File: config.mk
export PLATFORM = sky130hd
export DESIGN_NAME = hspf_mul
export DESIGN_NICKNAME = d
export VERILOG_FILES = /design/src/sv/hspf_mul.sv
export SDC_FILE = /design/constraint.sdc
export NUM_CORES = 2
export LEC_CHECK = 0
export BUFFER_PORTS_ARGS = -buffer_cell sky130_fd_sc_hd__buf_2
export CAP_MARGIN = 15
export CORE_ASPECT_RATIO = 0.7
export CORE_MARGIN = 2
export CORE_UTILIZATION = 60
export DETAILED_ROUTE_END_ITERATION = 16
export PLACE_DENSITY = 0.77
export SYNTH_ARGS = -nofsm -noshare
export SYNTH_HDL_FRONTEND = slang
export SYNTH_SLANG_ARGS = --single-unit
export TNS_END_PERCENT = 1
File: constraint.sdc
create_clock -name clk -period 9.85 [get_ports clk]
set_input_delay 2.955 -clock clk [delete_from_list [all_inputs] [get_ports clk]]
set_output_delay 2.955 -clock clk [all_outputs]
set_load 0.02 [all_outputs]
File: src/sv/hspf_mul.sv
// hspf_mul: unsigned multiplier built from four registered partial products
// summed into a registered product; no dependencies
`default_nettype none

module hspf_mul #(
    parameter int unsigned AW = 32,
    parameter int unsigned BW = 32
) (
    input  logic            clk,
    input  logic [AW-1:0]   a,
    input  logic [BW-1:0]   b,
    output logic [AW+BW-1:0] p
);

    localparam int unsigned PW = AW + BW;
    localparam int unsigned AL = (AW + 1) / 2;
    localparam int unsigned AH = AW - AL;
    localparam int unsigned BL = (BW + 1) / 2;
    localparam int unsigned BH = BW - BL;

    logic [AL+BL-1:0] ll_reg;
    logic [AL+BH-1:0] lh_reg;
    logic [AH+BL-1:0] hl_reg;
    logic [AH+BH-1:0] hh_reg;
    logic [PW-1:0]    p_reg;

    always_ff @(posedge clk)
    begin
        ll_reg <= a[AL-1:0] * b[BL-1:0];
        lh_reg <= a[AL-1:0] * b[BW-1:BL];
        hl_reg <= a[AW-1:AL] * b[BL-1:0];
        hh_reg <= a[AW-1:AL] * b[BW-1:BL];
    end

    always_ff @(posedge clk)
    begin
        p_reg <= PW'(ll_reg) + (PW'(lh_reg) << BL) + (PW'(hl_reg) << AL)
               + (PW'(hh_reg) << (AL + BL));
    end

    assign p = p_reg;

endmodule

`default_nettype wire

# Word-level counts from Yosys, hierarchy flattened
# Cells that the tools add are included.
[classes]
add_sub_neg = 3
mul = 4
[ops]
columns = ["cell", "n"]
rows = [
  ["$mul 16x16->32", 4],
  ["$add 64x64->64", 1],
  ["$add 49x48->50", 1],
  ["$add 32x48->49", 1],
]
[totals]
reg_bits = 192
input_bits = 65
word_cells = 12

# Depth between registers and ports, before layout
[depth]
ltp_word = 3
mapped_depth = 25
depth_no_buf = 25

# Worst setup path before layout
# Ideal clock, no wire load.
[synth_timing]
path_type = "input to register"
from = "input port a[23]"
to = "register hl_reg[30]"
setup_ps = 72
arrival_ps = 8361
t_required_ps = 9778
slack_ps = 1417
path_stages = 23
cell_sequence = "clkbuf_1 -> nand2_1 -> fa_1 -> inv_1 -> fa_1 -> inv_1 -> fa_1 -> inv_1 -> fa_1 -> fa_1 -> inv_1 -> fa_1 -> inv_1 -> ha_1 -> a21oi_2 -> o21bai_1 -> a21o_1 -> a2111oi_0 -> a21oi_1 -> o21ai_1 -> nand2b_1 -> a311oi_1 -> xnor2_1"
[synth_between]
elab_chain_cells = 1
[synth_lines]
columns = ["item", "line_no", "text"]
rows = [
  ["start: declaration", "10", "input logic [AW-1:0] a,"],
  ["$mul 16x16->32", "31", "hl_reg <= a[AW-1:AL] * b[BL-1:0];"],
  ["end signal: assignment", "31", ""],
  ["end: declaration", "23", "logic [AH+BL-1:0] hl_reg;"],
]
# Every way passes these cells.

# Worst setup path after layout
[layout_timing]
from = "input port a[22]"
to = "register hl_reg[30]"
# Same word-level chain as after synthesis.

==> results list <==
- Die boundary height: ~220 um
- Final Hold Vio Count: 0
* CTS HTree Levels: 4
* Arr. time, crit path: a little over 9 ns
- Measured in cells, the most critical reg-to-reg path has a length of 20.
* CTS clock-pin slew for the worst setup and hold paths: 0.08 ns
- Counting flops and latches in the post-synthesis netlist gives approximately 190.
- The first detailed-routing pass ran for 6 iterations.
* Classification of the worst-slack hold path: reg -> reg
* Share of final-layout standard cells stronger than drive strength 1: 0.0562
- The initialized floorplan defines 80 standard-cell rows.
- Final cycle utilization of the critical path: 0.896
- Setup slack on the worst reg-to-reg path comes out at roughly 4 ns.
- Final setup viols: 0
- Most frequent cells in the layout: inv_1, fa_1, nand2_1
- Routed via count: about 30k
- In the synthesized netlist, the number of instances is around 4.6k.
* Total CTS buffers: 17
- Pin placement for this block handled 129 I/O pins.
- Summed over all failing endpoints, the final setup total negative slack is 0 ns.
- The root buffer cell chosen for the clock tree is clkbuf_16.
- Of all flip-flops after synthesis, the portion carrying an async set or reset was 0.
- Setup repair after global routing left no endpoint under its margin.
* Routed wire length: between 100 and 150 mm
- After clock tree synthesis, the setup repair step added 0 buffers.
* Max-slew violation count: 0
* Worst-margin pin slew: between 0.9 and 1 ns
- On the final layout, the worst clock skew is 0.0242 ns.
- Total routing resource utilization after global routing: 0.315
- Grt total ovfl: 0
- After global routing, the most crowded layer is met1.
- The most used flip-flop cell after synthesis is dfxtp_1.
- In the routed design, unresolved DRC markers number 0.
- Derived from the worst setup path, the maximum achievable clock frequency is 113 MHz.
- For met1 alone, demand over resource in global routing was 0.471.
* Count of cells along the worst hold path: 0
- The floorplan step defined a core boundary enclosing between 60000 and 70000 um^2.
- The register with the most flip-flops in the layout has 64 of them.
- Final-layout fill cell count: approximately 5.6k
- The number of global-route vias before repair was ~32k.
- The die covers slightly above 70000 um^2.
- Pin count of the biggest net entering global routing: 33
- # Max-Cap Violations: 0
- Clock latency on the worst-skew pair, taken at its later pin, is 0.51 ns.
- In this run the remaining antenna-violating nets after routing total 0.
- STA classifies the critical path endpoint as a flop.
- Leaving out fill and tap cells, the most frequent cell in the layout is inv_1.
- Number of enable flip-flop cells after synthesis: 0
* HPWL after detailed placement: 84.7 mm
* Tightest slew margin relative to the limit: 0.390
* Antenna violations before repair: 4
- Counting every sink on the clock net gives ~190.
- CTS tree: built
- CP startpoint kind: primary input
- Initial cell density of the core: 0.605
* Result of the run: finished, final reports clean
* Number of nets in the layout: roughly 5.9k
* DR WL/cell: 19.1 um
- Shortest period the worst path allows: 8.82 ns
- For met2 alone, demand over resource in global routing was 0.453.
- Global-route track usage on met3: 0.0904
* # hold bufs at CTS: 0
* First-pass GRT wire length: around 170 mm
- Weighted congestion reported at the end of routability-driven placement: slightly above 0.9
- In this run the worst path has a maximum fanout of 23.
- Resized Gates After CTS: 0
- The critical path is of the in -> reg type.
- Die extent in x: between 300 and 400 um
* Netlist cell types: 75
- In this run, the number of DRC markers left after iteration 0 of detailed routing was about 2.8k.
* Area added between synthesis and finish: 5.00%
- Required time at the endpoint of the critical path: roughly 10 ns
* Syn_nets: between 5k and 6k
- In the routed layout, each cell is associated on average with a via count of roughly 5.6.
- Count of input and output buffers: roughly 130
- Mapped cell area: about 41000 um^2
- Post-synthesis average cell area: ~9.0 um^2
- The longest clock path from root to sink contains 2 buffers.
* Yosys Warn Count: 0
* Final core utilization: 0.635
- Fraction of the yosys area taken by sequential cells: 0.0935
==> cell usage after synthesis (12+ instances only) <==
cell type / instances / share of area
nor2b_1: 16 / 0.0024
nand3_1: 37 / 0.0045
o21bai_1: 20 / 0.0037
dfxtp_1: 192 / 0.094
nor3_1: 19 / 0.0023
a21o_1: 77 / 0.014
clkbuf_1: 209 / 0.019
nand2_1: 638 / 0.058
and2_1: 476 / 0.072
xor2_1: 51 / 0.011
inv_1: 938 / 0.086
o21ai_1: 21 / 0.0026
fa_1: 794 / 0.39
nand2b_1: 16 / 0.0024
a31oi_1: 16 / 0.0024
and3_1: 22 / 0.0033
o21a_1: 12 / 0.0022
o211ai_1: 12 / 0.0022
nand4_1: 16 / 0.0024
a21oi_1: 134 / 0.016
nor2_1: 99 / 0.0090
a211oi_1: 14 / 0.0026
xnor2_1: 113 / 0.024
ha_1: 481 / 0.15
o21ai_0: 50 / 0.0061
==> worst max-delay path, stage by stage <==
cell       delay, ns
buf_2           0.55
buf_4           0.30
nand2_1         0.09
fa_1            0.52
inv_1           0.05
fa_1            0.54
fa_1            0.44
fa_1            0.42
fa_1            0.51
inv_1           0.05
fa_1            0.50
inv_1           0.05
ha_1            0.33
a21o_1          0.18
a21o_1          0.17
a21o_1          0.20
a2111oi_0       0.42
a21oi_1         0.17
o21ai_1         0.14
nand2b_1        0.12
a311oi_1        0.34
xnor2_1         0.17
==> path summary, 6_finish.rpt <==
path         startpoint          to
min           ll_reg[2]        p[2]
max               a[22]  hl_reg[30]
min reg2reg   ll_reg[2]        p[2]
max reg2reg  ll_reg[18]       p[60]
==> cell type report <==
class,count,area (um^2),area share
multi-input cells,3240,32900,0.764
flip-flops and latches,192,3840,0.0891
inverters,938,3520,0.0816
well taps,902,1130,0.0262
repair buffers,188,1090,0.0253
clock buffers,17,425,0.00986
clock inverters,15,189,0.00438
diodes,2,5.00,0.000116
==> logic make-up (layout without fill, tap and decap cells) <==
family	count (synthesis)	after routing	share of synthesized area
muxes	2	2	0.000487
DFF	192	192	0.0935
other	0	2	0
adders and majority gates	1275	1275	0.533
xor gates and xnor gates	164	164	0.0350
and+or+nand+nor	1367	1367	0.162
buffers and inverters	1147	1158	0.105
AOI/OAI and AO/OA	432	432	0.0706
==> metal layers <==
| metal | vias to the layer above | part of all wire |
|---|---|---|
| met4 | 4 | 0.019 |
| met3 | 165 | 0.12 |
| met5 | - | 0.00032 |
| met2 | 1499 | 0.42 |
| li1 | 13859 | - |
| met1 | 15090 | 0.44 |
==> through the flow <==
| stage | worst slack, ns | std cells | area, um^2 | hold slack [ns] |
|---|---|---|---|---|
| CTS | 1.16 | 5492 | 43100 | 0.325 |
| detailed placement | 0.637 | 5460 | 42500 | 0.313 |
| floorplan | 1.42 | 4579 | 41100 | 0.310 |
| global placement | 0.770 | 5460 | 42500 | 0.310 |
| finish | 1.03 | 5494 | 43100 | 0.326 |
| global route | 0.688 | 5492 | 43100 | 0.331 |
Power is not shown: default switching activity piles up to over one toggle a cycle in this logic, so the estimate is an artifact.
